**config.mk**
```make
export PLATFORM = sky130hd
export DESIGN_NAME = selective_repeat_receive_window
export DESIGN_NICKNAME = d
export VERILOG_FILES = /design/src/srrw_pkg.sv /design/src/selective_repeat_receive_window.sv /design/src/srrw_ctrl.sv /design/src/srrw_dp.sv
export SDC_FILE = /design/constraint.sdc
export NUM_CORES = 1
export LEC_CHECK = 0
export BUFFER_PORTS_ARGS = -buffer_cell sky130_fd_sc_hd__buf_2
export CAP_MARGIN = 20
export CORE_AREA = 2 2 102 79
export CTS_CLUSTER_SIZE = 24
export DETAILED_ROUTE_END_ITERATION = 8
export DIE_AREA = 0 0 104 81
export PLACE_DENSITY = 0.95
export SYNTH_ARGS = -nofsm -noshare
export SYNTH_HDL_FRONTEND = slang
export SYNTH_SLANG_ARGS = --single-unit
```
**constraint.sdc**
```tcl
create_clock -name clk -period 5.5 [get_ports clk]
set_input_delay 0.825 -clock clk [delete_from_list [all_inputs] [get_ports clk]]
set_output_delay 0.825 -clock clk [all_outputs]
set_load 0.03 [all_outputs]
```
**src/srrw_pkg.sv**
```systemverilog
// shared constants and types for the selective repeat receive window
// no dependencies; imported by srrw_ctrl, srrw_dp and the top level
package srrw_pkg;

	localparam int SEQ_SPACE = 16;
	localparam int SEQ_W     = $clog2(SEQ_SPACE);
	localparam int STEP_W    = SEQ_W + 1;
	localparam int OP_W      = 3;
	localparam int WIN_W     = 4;

	localparam logic [WIN_W-1:0] WIN_RESET = WIN_W'(5);

	// packet types; codes above OP_OTHER behave as OP_OTHER
	localparam logic [OP_W-1:0] OP_CONNECT = OP_W'(0);
	localparam logic [OP_W-1:0] OP_DATA    = OP_W'(1);
	localparam logic [OP_W-1:0] OP_FINISH  = OP_W'(2);
	localparam logic [OP_W-1:0] OP_ACK     = OP_W'(3);
	localparam logic [OP_W-1:0] OP_OTHER   = OP_W'(4);

	typedef struct packed {
		logic capture;
		logic search;
		logic commit;
	} ctrl_cmd_t;

	typedef struct packed {
		logic out_busy;
	} dp_status_t;

endpackage

```
**src/selective_repeat_receive_window.sv**
```systemverilog
// channel   | signals                                  | transaction when
// in        | in_valid, in_ready, op, seq              | in_valid && in_ready
// out       | out_valid, out_ready, ack_valid,         | out_valid && out_ready
//           |   ack_seq, link_open                     |
// config    | cfg_we, cfg_wdata (window size)          | cfg_we
//
// one packet at a time, in the steps accept, search and commit;
// the commit waits while a previous result is held in the output register.
// the search is a rotate of the 16-bit bitmap plus a find-first-empty scan.
// reset clears link, closing, expected number and bitmap at once; window resets to 5.
// a new packet is taken while the last result still waits in the output register.
// depends on srrw_pkg, srrw_ctrl, srrw_dp
module selective_repeat_receive_window (
	input  logic                          clk,
	input  logic                          arst_n,
	input  logic                          cfg_we,
	input  logic [srrw_pkg::WIN_W-1:0]    cfg_wdata,
	input  logic                          in_valid,
	output logic                          in_ready,
	input  logic [srrw_pkg::OP_W-1:0]     op,
	input  logic [srrw_pkg::SEQ_W-1:0]    seq,
	output logic                          out_valid,
	input  logic                          out_ready,
	output logic                          ack_valid,
	output logic [srrw_pkg::SEQ_W-1:0]    ack_seq,
	output logic                          link_open
);
	import srrw_pkg::*;

	ctrl_cmd_t  cmd;
	dp_status_t status;

	srrw_ctrl u_ctrl (
		.clk      (clk),
		.arst_n   (arst_n),
		.in_valid (in_valid),
		.in_ready (in_ready),
		.status   (status),
		.cmd      (cmd)
	);

	srrw_dp u_dp (
		.clk       (clk),
		.arst_n    (arst_n),
		.cmd       (cmd),
		.status    (status),
		.cfg_we    (cfg_we),
		.cfg_wdata (cfg_wdata),
		.op        (op),
		.seq       (seq),
		.out_valid (out_valid),
		.out_ready (out_ready),
		.ack_valid (ack_valid),
		.ack_seq   (ack_seq),
		.link_open (link_open)
	);

endmodule

```
**src/srrw_ctrl.sv**
```systemverilog
// controller state machine for the receive window: sequences capture, search, commit
// depends on srrw_pkg
module srrw_ctrl (
	input  logic                clk,
	input  logic                arst_n,
	input  logic                in_valid,
	output logic                in_ready,
	input  srrw_pkg::dp_status_t status,
	output srrw_pkg::ctrl_cmd_t  cmd
);
	import srrw_pkg::*;

	typedef enum logic [1:0] {
		S_IDLE,
		S_SEARCH,
		S_COMMIT
	} state_t;

	state_t state_q;
	logic   in_ready_q;

	assign in_ready    = in_ready_q;
	assign cmd.capture = in_valid && in_ready_q;
	assign cmd.search  = (state_q == S_SEARCH);
	// hold the result back while the output register is still occupied
	assign cmd.commit  = (state_q == S_COMMIT) && !status.out_busy;

	always_ff @(posedge clk or negedge arst_n) begin
		if (!arst_n) begin
			state_q    <= S_IDLE;
			in_ready_q <= 1'b1;
		end else begin
			unique case (state_q)
				S_IDLE: begin
					if (in_valid && in_ready_q) begin
						state_q    <= S_SEARCH;
						in_ready_q <= 1'b0;
					end
				end
				S_SEARCH: begin
					state_q <= S_COMMIT;
				end
				S_COMMIT: begin
					if (!status.out_busy) begin
						state_q    <= S_IDLE;
						in_ready_q <= 1'b1;
					end
				end
				default: begin
					state_q    <= S_IDLE;
					in_ready_q <= 1'b1;
				end
			endcase
		end
	end

	a_ready_only_idle: assert property (@(posedge clk) disable iff (!arst_n)
		in_ready |-> (state_q == S_IDLE))
		else $error("in_ready high outside idle");

	a_one_cmd: assert property (@(posedge clk) disable iff (!arst_n)
		$onehot0({cmd.capture, cmd.search, cmd.commit}))
		else $error("more than one datapath command at once");

endmodule

```
**src/srrw_dp.sv**
```systemverilog
// datapath of the receive window: link state, expected number, buffered bitmap,
// rotate and find-first-empty search, output register; depends on srrw_pkg
module srrw_dp (
	input  logic                          clk,
	input  logic                          arst_n,
	input  srrw_pkg::ctrl_cmd_t           cmd,
	output srrw_pkg::dp_status_t          status,
	input  logic                          cfg_we,
	input  logic [srrw_pkg::WIN_W-1:0]    cfg_wdata,
	input  logic [srrw_pkg::OP_W-1:0]     op,
	input  logic [srrw_pkg::SEQ_W-1:0]    seq,
	output logic                          out_valid,
	input  logic                          out_ready,
	output logic                          ack_valid,
	output logic [srrw_pkg::SEQ_W-1:0]    ack_seq,
	output logic                          link_open
);
	import srrw_pkg::*;

	// architectural state
	logic [WIN_W-1:0]     window_q;
	logic                 link_up_q;
	logic                 closing_q;
	logic [SEQ_W-1:0]     expected_q;
	logic [SEQ_SPACE-1:0] bits_q;

	// captured transaction
	logic [OP_W-1:0]      op_q;
	logic [SEQ_W-1:0]     seq_q;

	// search stage
	logic                 adv_s1;
	logic                 set_s1;
	logic                 ack_s1;
	logic                 link_s1;
	logic                 closing_s1;
	logic [SEQ_W-1:0]     pos_s1;
	logic [SEQ_W-1:0]     seq_s1;
	logic [STEP_W-1:0]    step_s1;

	// output register
	logic                 out_valid_q;
	logic                 ack_valid_q;
	logic [SEQ_W-1:0]     ack_seq_q;
	logic                 link_open_q;

	// decode
	logic                 adv_d;
	logic                 set_d;
	logic                 ack_d;
	logic                 link_d;
	logic                 closing_d;
	logic [SEQ_W-1:0]     pos_d;
	logic [SEQ_W-1:0]     dist_d;
	logic                 in_window_d;
	logic [2*SEQ_SPACE-1:0] rot_wide;
	logic [SEQ_SPACE-1:0] rot_d;
	logic [STEP_W-1:0]    step_d;

	// commit
	logic [SEQ_SPACE-1:0]   run_mask;
	logic [2*SEQ_SPACE-1:0] clr_wide;
	logic [SEQ_SPACE-1:0]   clr_mask;
	logic [SEQ_SPACE-1:0]   set_mask;
	logic [SEQ_W-1:0]       expected_n;

	assign status.out_busy = out_valid_q && !out_ready;
	assign out_valid = out_valid_q;
	assign ack_valid = ack_valid_q;
	assign ack_seq   = ack_seq_q;
	assign link_open = link_open_q;

	assign dist_d      = seq_q - expected_q;
	assign in_window_d = (dist_d < window_q);

	always_comb begin
		adv_d     = 1'b0;
		set_d     = 1'b0;
		ack_d     = 1'b0;
		link_d    = link_up_q;
		closing_d = closing_q;
		pos_d     = expected_q;
		if (op_q == OP_CONNECT) begin
			if (!link_up_q && !closing_q) begin
				pos_d  = seq_q;
				adv_d  = 1'b1;
				link_d = 1'b1;
				ack_d  = 1'b1;
			end
		end else if (link_up_q) begin
			ack_d = 1'b1;
			unique case (op_q) inside
				OP_DATA, OP_FINISH: begin
					if (op_q == OP_FINISH) begin
						closing_d = 1'b1;
					end
					if (seq_q == expected_q) begin
						adv_d = 1'b1;
					end else if (in_window_d) begin
						set_d = 1'b1;
					end
				end
				OP_ACK: begin
					if (closing_q && (seq_q == expected_q)) begin
						closing_d = 1'b0;
						link_d    = 1'b0;
						ack_d     = 1'b0;
					end
				end
				default: begin
				end
			endcase
		end
	end

	// rotate so the in-order slot sits at bit 0, then find the first empty successor
	assign rot_wide = {bits_q, bits_q} >> pos_d;
	assign rot_d    = rot_wide[SEQ_SPACE-1:0];

	always_comb begin
		step_d = STEP_W'(SEQ_SPACE);
		for (int i = SEQ_SPACE - 1; i >= 1; i--) begin
			if (!rot_d[i]) begin
				step_d = STEP_W'(i);
			end
		end
	end

	// clear the in-order slot and the run of buffered successors
	always_comb begin
		for (int i = 0; i < SEQ_SPACE; i++) begin
			run_mask[i] = (STEP_W'(i) < step_s1);
		end
	end

	assign clr_wide   = {run_mask, run_mask} << pos_s1;
	assign clr_mask   = adv_s1 ? clr_wide[2*SEQ_SPACE-1:SEQ_SPACE] : '0;
	assign set_mask   = set_s1 ? (SEQ_SPACE'(1) << seq_s1) : '0;
	assign expected_n = adv_s1 ? (pos_s1 + step_s1[SEQ_W-1:0]) : expected_q;

	always_ff @(posedge clk or negedge arst_n) begin
		if (!arst_n) begin
			window_q    <= WIN_RESET;
			link_up_q   <= 1'b0;
			closing_q   <= 1'b0;
			expected_q  <= '0;
			bits_q      <= '0;
			out_valid_q <= 1'b0;
		end else begin
			if (cfg_we) begin
				window_q <= cfg_wdata;
			end
			if (out_valid_q && out_ready) begin
				out_valid_q <= 1'b0;
			end
			if (cmd.commit) begin
				link_up_q   <= link_s1;
				closing_q   <= closing_s1;
				expected_q  <= expected_n;
				bits_q      <= (bits_q & ~clr_mask) | set_mask;
				out_valid_q <= 1'b1;
			end
		end
	end

	always_ff @(posedge clk) begin
		if (cmd.capture) begin
			op_q  <= op;
			seq_q <= seq;
		end
		if (cmd.search) begin
			adv_s1     <= adv_d;
			set_s1     <= set_d;
			ack_s1     <= ack_d;
			link_s1    <= link_d;
			closing_s1 <= closing_d;
			pos_s1     <= pos_d;
			seq_s1     <= seq_q;
			step_s1    <= step_d;
		end
		if (cmd.commit) begin
			ack_valid_q <= ack_s1;
			ack_seq_q   <= ack_s1 ? expected_n : '0;
			link_open_q <= link_s1;
		end
	end

	a_closing_needs_link: assert property (@(posedge clk) disable iff (!arst_n)
		closing_q |-> link_up_q)
		else $error("closing flag set while link down");

	a_expected_slot_empty: assert property (@(posedge clk) disable iff (!arst_n)
		!bits_q[expected_q])
		else $error("expected slot marked as buffered");

	a_no_ack_zero_seq: assert property (@(posedge clk) disable iff (!arst_n)
		out_valid_q |-> (ack_valid_q || (ack_seq_q == '0)))
		else $error("ack number nonzero without ack");

	a_commit_free: assert property (@(posedge clk) disable iff (!arst_n)
		cmd.commit |-> (!out_valid_q || out_ready))
		else $error("result written over a pending one");

endmodule

```
Word-level counts from Yosys, hierarchy flattened
Cells that the tools add are included.
Cells by class
  $add $sub $neg: 2
  $lt $le $gt $ge: 17
  equality and inequality tests: 8
  shift-type cells: 3
  multiplexer cells: 44
  bitwise operators: 6
  reductions and logical operators: 20
Operators with widths (number)
  $lt A4 B5 Y1 const A: 8
  $mux W4: 10
  $mux W16: 2
  $shl A32 B4 Y32: 1
  $shr A32 B4 Y16: 1
  $lt A3 B5 Y1 const A: 4
  $mux W1: 20
  $and A16 B16 Y16: 1
  $not A16 Y16: 1
  $or A16 B16 Y16: 1
  $shl A1 B4 Y16 const A: 1
  $reduce_and A14 Y1: 1
  $mux W3: 4
  $lt A1 B5 Y1 const A: 2
  $lt A2 B5 Y1 const A: 2
  $mux W2: 4
  $reduce_and A7 Y1: 1
  $eq A3 B2 Y1 const B: 2
  $logic_and A1 B1 Y1: 6
  $pmux W2 S3: 1
  $reduce_and A3 Y1: 2
  $mux W5: 1
  $add A4 B4 Y4: 1
  $eq A4 B4 Y1: 1
  other kinds (16): 22
Storage, ports and cells
  bits in registers: 61
  input port bits: 16
  output and inout port bits: 8
  word-level logic and storage cells: 124

Longest topological paths before layout
Gate-level depths: netlist of the first run.
  depth after elaboration: 19
  depth in mapped cells: 13
  mapped depth without buffers: 10

Modules after synthesis
A second synthesis of the first run with hierarchy kept.
Unflattened totals
  cells, all modules: 560
  area, all modules: 4839.6 µm²
Modules (own cells, without submodules)
  srrw_dp: times used 1, cells each 547, area each 4689.5 µm², sequential area each 1609.0 µm²
  srrw_ctrl: times used 1, cells each 13, area each 150.1 µm², sequential area each 76.3 µm²

Worst setup path after synthesis of the first run
OpenSTA, ideal clock, no wires.
  path kind: flip-flop to flip-flop
  start point: register u_dp.op_q[1]
  end point: register u_dp.step_s1[4] (data pin)
  setup time: 0.254 ns
  arrival: 2.639 ns
  required time: 5.246 ns
  slack: 2.607 ns
  cell stages (with the launch flop): 12
  path buffers: 2
  clock period less this slack: 2.893 ns
  path through: edfxtp_1 nor3_4 nand2_4 buf_6 buf_6 a311oi_2 mux2i_1 mux2_4 a31oi_1 and3b_1 nor3b_2 and2b_1
On the way
  word-level cells in the longest chain between the ends: 4
  elaborated cells between the ends (all ways): 5
  those cells by class: 1 x shift; 2 x mux; 2 x reduce/logical
RTL lines
  from (decl): line srrw_dp.sv:28  | logic [OP_W-1:0] op_q;
  from (signal assigned): line srrw_dp.sv:168  | op_q <= op;
  $logic_not A3 Y1 (*): line srrw_dp.sv:83  | if (op_q == OP_CONNECT) begin
  $mux W4 (*): line srrw_dp.sv:83
  $shr A32 B4 Y16 (*): line srrw_dp.sv:117  | assign rot_wide = {bits_q, bits_q} >> pos_d;
  $reduce_and A14 Y1 (no line) or $mux W5 (tied branches)
  to (signal assigned): line srrw_dp.sv:179  | step_s1 <= step_d;
  to (decl): line srrw_dp.sv:39  | logic [STEP_W-1:0] step_s1;
Mark *: on every way between the ends. The rest lies on a longest branch, timed or not.
A chain may end at the register's enable or synchronous reset.

Final worst setup path of the first run
  start point: register u_dp.op_q[1]
  end point: register u_dp.step_s1[1] (data pin)
On the way
  word-level cells in the longest chain between the ends: 17
RTL lines
  $logic_not A3 Y1 (*): line srrw_dp.sv:83
  $mux W4 (*): line srrw_dp.sv:83
  $shr A32 B4 Y16 (*): line srrw_dp.sv:117
  $mux W5: line srrw_dp.sv:123  | if (!rot_d[i]) begin
  $mux W4 (7 in a row): line srrw_dp.sv:123
  $mux W3 (4 in a row): line srrw_dp.sv:123
  $mux W2 (2 in a row): line srrw_dp.sv:123
Marks and branches as above.

==> out/metrics.yaml, run 1 <==
grt:
  overflow: 0
  met1_usage_pct: 39.13
  grt_max_degree: 37
  global_route.usage.met2_pct: 51.51
  grt_pass1_wl_um: 20100
  grt_util_all_layers_pct: 30.33
  grt.busiest_layer: "met2"
  met3_usage_pct: 7.063
  antenna_found_initial: 0
  grt_pass1_vias: 3994
synth:
  ys_seq_area_share_pct: 34.76
  synth.area.top_cells: "edfxtp_1 (19%), dfrtp_1 (14%), mux2i_1 (6.4%), o21ai_0 (5.8%), a21oi_1 (5.3%)"
  synthCells: 537
  postSynthAreaPerCell_um2: 9.029
  synth_seq_cells: 61
  async_reset_ff_share_pct: 49.18
  synth-edff-count: 31
  synthFlopType: "edfxtp_1"
  yosys_warnings: 0
  synth_area_leader_cell: "edfxtp_1"
  yosysTopAreaCellShare_pct: 19.20
  syn_area_um2: 4848
  ys_types: 70
  syn_nets: 564
detailed_routing:
  drt_iter0_drc: 680
  viasPerCell: 6.746
  ant_nets: 0
  dr.pass1.iters: 7
  wl_per_cell_um: 19.54
  drc: 0
  routed_wl_um: 12620
  via_count: 4358
sta:
  tightestPinTransition_ps: 1065
  finalHoldViolCount: 0
  max_freq_mhz: 244.2
  fin_tns_setup_ps: 0
  setup-violations-final: 0
  period_needed_ps: 4095
  maxSlewViolCount: 0
  rsz0062_at_grt: "false"
  fin_crit_sh_pct: 74.45
  slew_headroom_pct: 29.02
  fin_worst_skew_ps: 8.450
worst_setup_path:
  endpoint_kind: "flop"
  rr_startpoint: "u_dp.op_q[1]"
  start_kind: "flop"
  r2r_cells: 10
  crit_required_ps: 5580
  setup.worst_path.class: "flop to flop"
  worstPathArrival_ps: 4180
  path_max_fanout: 21
  reg2reg_slack_ps: 1410
  reg2reg_to: "u_dp.step_s1[1]"
clock_network:
  cts_buffers: 9
  cts.hold.buffers_added: 0
  cts_resized: 0
  cts_htree_levels: 3
  cts_tree: "done"
  clk_pin_slew_ps: 70
  clock_tree.root_cell: "clkbuf_8"
  clk-insertion-delay-late_ps: 360
  cts_buffer_depth: 2
  post_cts_buffers: 0
  clock_sinks: 61
floorplan:
  design.core.area_um2: 7567
  fp.dieH_um: 81
  die_w_um: 104
  rows: 28
  die-area_um2: 8424
  start_util_pct: 64.07
  ios: 24
worst_hold_path:
  hold_path_end: "u_dp.link_open"
  hp-start: "u_dp.link_s1"
  hold_path.class: "flop to flop"
  hold_depth: 0
run:
  maxCapViolations: 0
cells_and_area:
  drive_gt1_share_pct: 16.64
  final_util_pct: 67.66
  fill_cells: 567
  fin_nets: 563
  area_growth_pct: 5.600
  antenna_cells: 0
run_status:
  status: "finished clean"
placement:
  portBuffers: 23
  gp_congestion: 0.9695
  dp_hpwl_um: 8872
power_and_ir_drop:
  power-per-cell-area_nw_per_um2: 177.5
  peakVddDrop_v: 0.0001509
  p_leak_nw: 1.803
## cell type report
type	instances	area (um2)	share of cell area, %
multi-input combinational	420	2890	56.45
sequential	61	1685	32.92
timing repair buffer	26	145.1	2.835
clock buffer	10	137.6	2.688
tap	105	131.4	2.566
inverter	18	67.56	1.320
clock inverter	6	62.56	1.222
## worst max-delay path by stage
stage	from	to	slack (ps)	cells past startpoint
CTS	u_dp.op_q[1]	u_dp.step_s1[3]	1260	9
finish	u_dp.op_q[1]	u_dp.step_s1[1]	1410	10
floorplan	u_dp.op_q[1]	u_dp.step_s1[4]	2610	11
global route	u_dp.op_q[1]	u_dp.step_s1[1]	1150	10
detailed placement	u_dp.op_q[1]	u_dp.step_s1[3]	1290	9
global placement	u_dp.op_q[1]	u_dp.step_s1[3]	1470	9
## stage by stage
| stage | cells | power, mW | setup slack [ps] | cell area (um2) | hold WS [ps] |
|---|---|---|---|---|---|
| final | 646 | 0.9088 | 1405 | 5120 | 466.1 |
| after global routing | 646 | 0.9317 | 1151 | 5120 | 496.5 |
| after floorplan | 537 | 0.4963 | 2607 | 4848 | 420.4 |
| after detailed placement | 629 | 0.5080 | 1289 | 4905 | 442.1 |
| after global placement | 629 | 0.5067 | 1473 | 4905 | 430.5 |
| after CTS | 645 | 0.9093 | 1262 | 5105 | 468.2 |
## cell usage after synthesis, types with 2 or more instances
library cell and number:
a21boi_0 2, a21oi_1 51, nor2b_1 6, o21ai_2 2, a311oi_2 4, or3_1 4
fa_1 2, mux2_4 2, ha_1 9, inv_1 16, and2_1 4, nor3_1 10
buf_6 7, a211oi_1 14, nor2_1 32, nand4_1 3, nand2b_1 40, maj3_1 3
edfxtp_1 31, clkbuf_1 21, o21bai_1 2, dfrtp_1 27, buf_2 5, a21o_1 4
a31o_2 2, nand2_1 46, a211oi_2 2, mux4_2 4, or2_2 2, o21ai_0 56
mux2_2 18, nand3_1 8, o21ai_1 2, o31ai_1 3, and3_1 2, buf_1 4
xnor2_1 6, a31oi_1 4, mux2i_1 31, a311oi_1 14, dfstp_2 3
## sequential cells by signal (all words and copies together), names as in the netlist
signal / cells
u_dp.closing_q: 1
u_dp.ack_s1: 1
u_dp.adv_s1: 1
u_dp.seq_q: 4
u_dp.window_q: 4
u_ctrl.state_q: 2
u_dp.set_s1: 1
u_dp.pos_s1: 4
u_ctrl.in_ready: 1
u_dp.seq_s1: 4
u_dp.link_up_q: 1
u_dp.link_open: 1
u_dp.ack_valid: 1
u_dp.bits_q: 16
u_dp.op_q: 3
u_dp.ack_seq: 4
u_dp.step_s1: 5
u_dp.closing_s1: 1
u_dp.expected_q: 4
u_dp.link_s1: 1
u_dp.out_valid: 1
## cells in the final DEF, fill, tap and decap left out, types with 4 or more instances in the layout
cell	instances
a211oi_1	14
a21o_1	4
a21oi_1	51
a311oi_1	14
a311oi_2	4
a31oi_1	4
and2_1	4
buf_2	23
clkbuf_8	10
dfrtp_1	27
edfxtp_1	31
ha_1	9
inv_1	16
mux2_2	18
mux2i_1	31
mux4_2	4
nand2_1	46
nand2b_1	40
nand3_1	8
nor2_1	32
nor2b_1	6
nor3_1	10
o21ai_0	56
or3_1	4
xnor2_1	6
## per-layer routing
metal,part of all wire [%],up-vias
met5,0,-
met4,2.0,0
met3,10,41
met2,47,277
met1,41,2073
li1,-,1967
## power breakdown
group	internal (mW)	switching [mW]	total [mW]
clock network	0.220	0.190	0.410
logic	0.00705	0.0102	0.0172
registers	0.481	0.000969	0.482
## logic make-up after synthesis
family / share of synthesized area (%)
compound gates: 22.37
xor+xnor: 1.265
fa+ha+maj: 3.768
buf+inv: 5.626
flops: 34.76
mux: 13.75
simple gates: 18.45
## worst max-delay path, cell delays in order (launching register included)
cell and delay [ps]:
edfxtp_1 500, nor3_4 700, nand2_4 350, o21ai_2 660, buf_8 240, mux2i_1 280
mux2i_1 220, nor3_1 330, nor2_1 100, o311ai_1 300, a21oi_1 120
No activity file was read; power rests on OpenSTA's default activity.
==> run 2: changes to the inputs <==
--- a/config.mk
+++ b/config.mk
@@ -7,11 +7,11 @@
 export LEC_CHECK = 0
 export BUFFER_PORTS_ARGS = -buffer_cell sky130_fd_sc_hd__buf_2
 export CAP_MARGIN = 20
-export CORE_AREA = 2 2 102 79
+export CORE_AREA = 2 2 110 85
 export CTS_CLUSTER_SIZE = 24
 export DETAILED_ROUTE_END_ITERATION = 8
-export DIE_AREA = 0 0 104 81
-export PLACE_DENSITY = 0.95
+export DIE_AREA = 0 0 112 87
+export PLACE_DENSITY = 0.88
 export SYNTH_ARGS = -nofsm -noshare
 export SYNTH_HDL_FRONTEND = slang
 export SYNTH_SLANG_ARGS = --single-unit
==> constraint.sdc (replaced) <==
create_clock -name clk -period 3.3 [get_ports clk]
set_input_delay 0.495 -clock clk [delete_from_list [all_inputs] [get_ports clk]]
set_output_delay 0.495 -clock clk [all_outputs]
set_load 0.03 [all_outputs]
==> out/metrics.yaml, run 2 (synthesized netlist as in run 1, its figures left out) <==
placement:
  dp_hpwl_um: 9349
  dp_cells: 655
  gp_congestion: 1.006
  placed_area_um2: 5056
  portBuffers: 23
  dp_slack_ps: -73.58
detailed_routing:
  ant_nets: 0
  dr.pass1.iters: 5
  drc: 0
  viasPerCell: 6.566
  via_count: 4458
  routed_wl_um: 13670
  drt_iter0_drc: 812
  wl_per_cell_um: 20.13
worst_setup_path:
  start_kind: "flop"
  path_max_fanout: 8
  startpoint: "u_dp.op_q[1]"
  rr_startpoint: "u_dp.op_q[1]"
  setup.worst_path.class: "flop to flop"
  endpoint_kind: "flop"
  crit_required_ps: 3380
  worstPathArrival_ps: 3290
clock_network:
  cts_buffers: 9
  cts_tree: "done"
  clock_sinks: 61
  clk-insertion-delay-late_ps: 330
  cts_htree_levels: 3
  cts_buffer_depth: 2
  clk_pin_slew_ps: 60
  clock_tree.root_cell: "clkbuf_16"
cells_and_area:
  antenna_cells: 0
  layout_commonest_cell: "o21ai_0"
  layout_common_cells: "o21ai_0 (56), a21oi_1 (51), nand2_1 (46)"
  fin_nets: 589
  area_growth_pct: 14.45
  largest_reg_flops: 16
  largest-register: "u_dp.bits_q"
  reg_top3: "u_dp.bits_q (16), u_dp.step_s1 (5)"
  drive_gt1_share_pct: 23.28
  final_area_um2: 5549
  instances_no_fill: 679
run:
  maxCapViolations: 0
grt:
  global_route.usage.met2_pct: 43.58
  grt.busiest_layer: "met2"
  grt_util_all_layers_pct: 27.66
  grt_pass1_wl_um: 21330
  grt_pass1_vias: 4136
  met3_usage_pct: 7.098
  antenna_found_initial: 1
  met1_usage_pct: 37.60
  grt_max_degree: 35
  overflow: 0
floorplan:
  die_w_um: 112
  design.core.area_um2: 8783
  die-area_um2: 9744
  ios: 24
  rows: 30
  start_util_pct: 55.20
  fp.dieH_um: 87
power_and_ir_drop:
  peakVddDrop_v: 0.0004531
  p_leak_nw: 1.992
  power-per-cell-area_nw_per_um2: 333.6
  power_mw: 1.851
worst_hold_path:
  hold_path.class: "primary input to asynchronous set/reset pin"
sta:
  fin_tns_setup_ps: 0
  setup-violations-final: 0
  fin_crit_sh_pct: 97.12
  tightestPinTransition_ps: 829.2
  fin_worst_skew_ps: 5.895
  max_freq_mhz: 312.0
  finalHoldViolCount: 0
  period_needed_ps: 3205
  slew_headroom_pct: 44.72
  fin_ws_ps: 95.05
  maxSlewViolCount: 0
run_status:
  status: "finished clean"
## run 2: metrics by stage
| stage | util, % | hold slack [ps] |
|---|---|---|
| 2_1_floorplan | - | 199.4 |
| 3_3_place_gp | 57.56 | 436.5 |
| 3_5_place_dp | 57.56 | 453.0 |
| 4_1_cts | 61.34 | 230.2 |
| 5_1_grt | 63.18 | 267.9 |
| 6_report | 63.18 | 213.6 |
## run 2: final timing paths
path | depth (start not counted) | slack, ps | endpoint
setup / recovery | 11 | 100 | u_dp.step_s1[3]
hold / removal | 1 | 210 | u_dp.out_valid
setup reg to reg | 11 | 100 | u_dp.step_s1[3]
hold reg to reg | 0 | 470 | u_dp.link_open
max in group asynchronous | 1 | 2580 | u_dp.expected_q[0]
min in group clk | 1 | 340 | u_dp.seq_q[1]
## run 2: timing repair
item	CTS	global route
buffers inserted	0	6
setup endpoints to repair	5	4
resized for setup	1	19
pin swaps	0	3
gates cloned	0	2
hold buffers	0	0
## run 2: final cells by class
class / count / area (um2)
fill: 668 / 3234
multi-input combinational: 422 / 3009
sequential: 61 / 1687
timing repair buffer: 50 / 317.8
clock buffer: 9 / 225.2
tap: 112 / 140.1
clock inverter: 7 / 98.84
inverter: 18 / 71.32
## run 2: worst max-delay path, stage by stage, from the launching register on
cell	delay (ps)
edfxtp_1	440
buf_4	190
or3_1	390
buf_4	200
a211oi_1	340
a311oi_2	120
mux4_2	590
nor3_2	140
a31oi_1	70
and3b_1	250
nor3b_2	190
nor2_1	50
## run 2: routing by layer
layer  up-vias  routed length [um]  share of wire, %
met5         -                   0                 0
met4         0                 455               3.3
met3        51                1415                10
met2       280                6214                45
met1      2106                5586                41
li1       2021                   -                 -
## run 2: power breakdown
| part | internal, mW | switching [mW] |
|---|---|---|
| clock network | 0.664 | 0.354 |
| logic | 0.0118 | 0.0172 |
| registers | 0.803 | 0.00203 |
| total | 1.48 | 0.373 |
==> run 3: changes to the inputs <==
--- a/config.mk
+++ b/config.mk
@@ -5,13 +5,13 @@
 export SDC_FILE = /design/constraint.sdc
 export NUM_CORES = 1
 export LEC_CHECK = 0
-export BUFFER_PORTS_ARGS = -buffer_cell sky130_fd_sc_hd__buf_2
 export CAP_MARGIN = 20
-export CORE_AREA = 2 2 110 85
+export CORE_AREA = 2 2 103 80
 export CTS_CLUSTER_SIZE = 24
 export DETAILED_ROUTE_END_ITERATION = 8
-export DIE_AREA = 0 0 112 87
-export PLACE_DENSITY = 0.88
+export DIE_AREA = 0 0 105 82
+export DONT_BUFFER_PORTS = 1
+export PLACE_DENSITY = 0.91
 export SYNTH_ARGS = -nofsm -noshare
 export SYNTH_HDL_FRONTEND = slang
 export SYNTH_SLANG_ARGS = --single-unit
==> constraint.sdc (replaced) <==
create_clock -name clk -period 3.1 [get_ports clk]
set_input_delay 0.465 -clock clk [delete_from_list [all_inputs] [get_ports clk]]
set_output_delay 0.465 -clock clk [all_outputs]
set_load 0.03 [all_outputs]
==> out/metrics.yaml, run 3 (synthesized netlist as in run 1, its figures left out) <==
clock_network:
  clock_tree.root_cell: "clkbuf_8"
  cts_tree: "done"
  cts_buffer_depth: 2
  clk_pin_slew_ps: 70
  clock_sinks: 61
  cts_htree_levels: 3
  cts_buffers: 9
  clk-insertion-delay-late_ps: 360
worst_setup_path:
  startpoint: "u_dp.op_q[1]"
  endpoint_kind: "flop"
  start_kind: "flop"
  rr_startpoint: "u_dp.op_q[1]"
  crit_required_ps: 3210
  setup.worst_path.class: "flop to flop"
  path_max_fanout: 7
  worstPathArrival_ps: 3320
grt:
  antenna_found_initial: 0
  grt_pass1_vias: 4196
  grt_pass1_wl_um: 20530
  grt_util_all_layers_pct: 30.52
  global_route.usage.met2_pct: 51.10
  grt.busiest_layer: "met2"
  met3_usage_pct: 8.571
  met1_usage_pct: 38.56
  overflow: 0
  grt_max_degree: 31
floorplan:
  fp.dieH_um: 82
  die_w_um: 105
  rows: 28
  start_util_pct: 63.48
  die-area_um2: 8610
  ios: 24
  design.core.area_um2: 7637
cells_and_area:
  reg_top3: "u_dp.bits_q (16), u_dp.step_s1 (5)"
  layout_common_cells: "o21ai_0 (56), a21oi_1 (50), nand2_1 (46)"
  antenna_cells: 0
  largest_reg_flops: 16
  area_growth_pct: 16.49
  final_util_pct: 73.95
  drive_gt1_share_pct: 25.13
  fin_nets: 583
  layout_commonest_cell: "o21ai_0"
  largest-register: "u_dp.bits_q"
sta:
  period_needed_ps: 3203
  maxSlewViolCount: 0
  fin_ws_ps: -102.6
  fin_tns_setup_ps: -120.7
  max_freq_mhz: 312.2
  fin_worst_skew_ps: 11.93
  tightestPinTransition_ps: 819.6
  setup-violations-final: 3
  finalHoldViolCount: 0
  rsz0062_at_grt: "true"
  slew_headroom_pct: 45.36
  fin_crit_sh_pct: 103.3
detailed_routing:
  drt_iter0_drc: 988
  ant_nets: 0
  viasPerCell: 7.006
  dr.pass1.iters: 6
  drc: 0
  wl_per_cell_um: 21.84
  via_count: 4666
  routed_wl_um: 14550
placement:
  gp_congestion: 0.9133
  dp_slack_ps: -165.2
  portBuffers: 0
  dp_hpwl_um: 8923
worst_hold_path:
  hp-start: "cfg_we"
  hold_path.class: "primary input to flop"
power_and_ir_drop:
  power-per-cell-area_nw_per_um2: 270.1
  peakVddDrop_v: 0.0003417
  p_leak_nw: 2.019
run_status:
  status: "finished with violations"
  failed_checks: "negative setup slack"
run:
  maxCapViolations: 0
==> run 3: cell types whose count changed in the layout (fill, tap and decap cells not counted), sizes merged, moves of 2 or more <==
| cell | change |
|---|---|
| clkbuf | +5 |
| bufinv | -2 |
| o21ai | -2 |
| buf | -8 |
==> run 3: area by class of cell <==
| cell class | count | area, um2 |
|---|---|---|
| multi-input cells | 421 | 3137 |
| fillers | 483 | 1989 |
| flip-flops and latches | 61 | 1687 |
| repair buffers | 45 | 454.2 |
| clock buffers | 12 | 145.1 |
| well taps | 105 | 131.4 |
| inverters | 18 | 70.07 |
| clock inverters | 4 | 23.77 |
==> run 3: stage by stage <==
stage	instance area (um2)	hold slack [ps]	cells	total power [mW]
6_report	5648	183.3	666	1.525
4_1_cts	5244	170.1	647	1.499
2_1_floorplan	4848	169.4	537	0.8805
5_1_grt	5648	173.9	666	1.559
3_3_place_gp	4980	169.8	628	0.8823
3_5_place_dp	4980	169.8	628	0.8842
==> run 3: worst paths after layout <==
kind | end | slack (ps) | cells past startpoint
worst max-delay path | u_dp.step_s1[4] | -100 | 12
worst min-delay path | u_dp.window_q[2] | 180 | 1
worst max register to register | u_dp.step_s1[4] | -100 | 12
worst min register to register | u_ctrl.state_q[0] | 490 | 1
max in group asynchronous | u_dp.window_q[0] | 2330 | 2
min in group asynchronous | u_dp.out_valid | 540 | 2
==> run 3: layer usage <==
layer,vias to the layer above,routed length (um)
li1,2013,-
met1,2189,5484
met2,373,6420
met3,91,1966
met4,0,675
met5,-,0
==> run 3: worst max-delay path, stage by stage (launching register included) <==
cell and delay [ps]:
edfxtp_1 430, buf_6 160, nor3_4 190, buf_12 150, nand2_8 90, buf_12 160
a311oi_1 470, mux2_2 290, mux2i_1 130, mux2_1 370, and3b_1 200, nor3b_4 150
and2b_1 160
==> run 3: report_power, final <==
part,switching (mW),internal [mW],total [mW]
Clock,0.331,0.310,0.641
Sequential,0.00245,0.853,0.856
Combinational,0.0187,0.00998,0.0287
==> run 3: timing repair <==
item                                    CTS  global route
gates cloned                              0             3
endpoints found under the setup margin    5             5
resized for setup                         8            40
hold buffers                              2             0
hold endpoints to repair                 30             0
setup buffers                             1            16
pin swaps                                 1            13
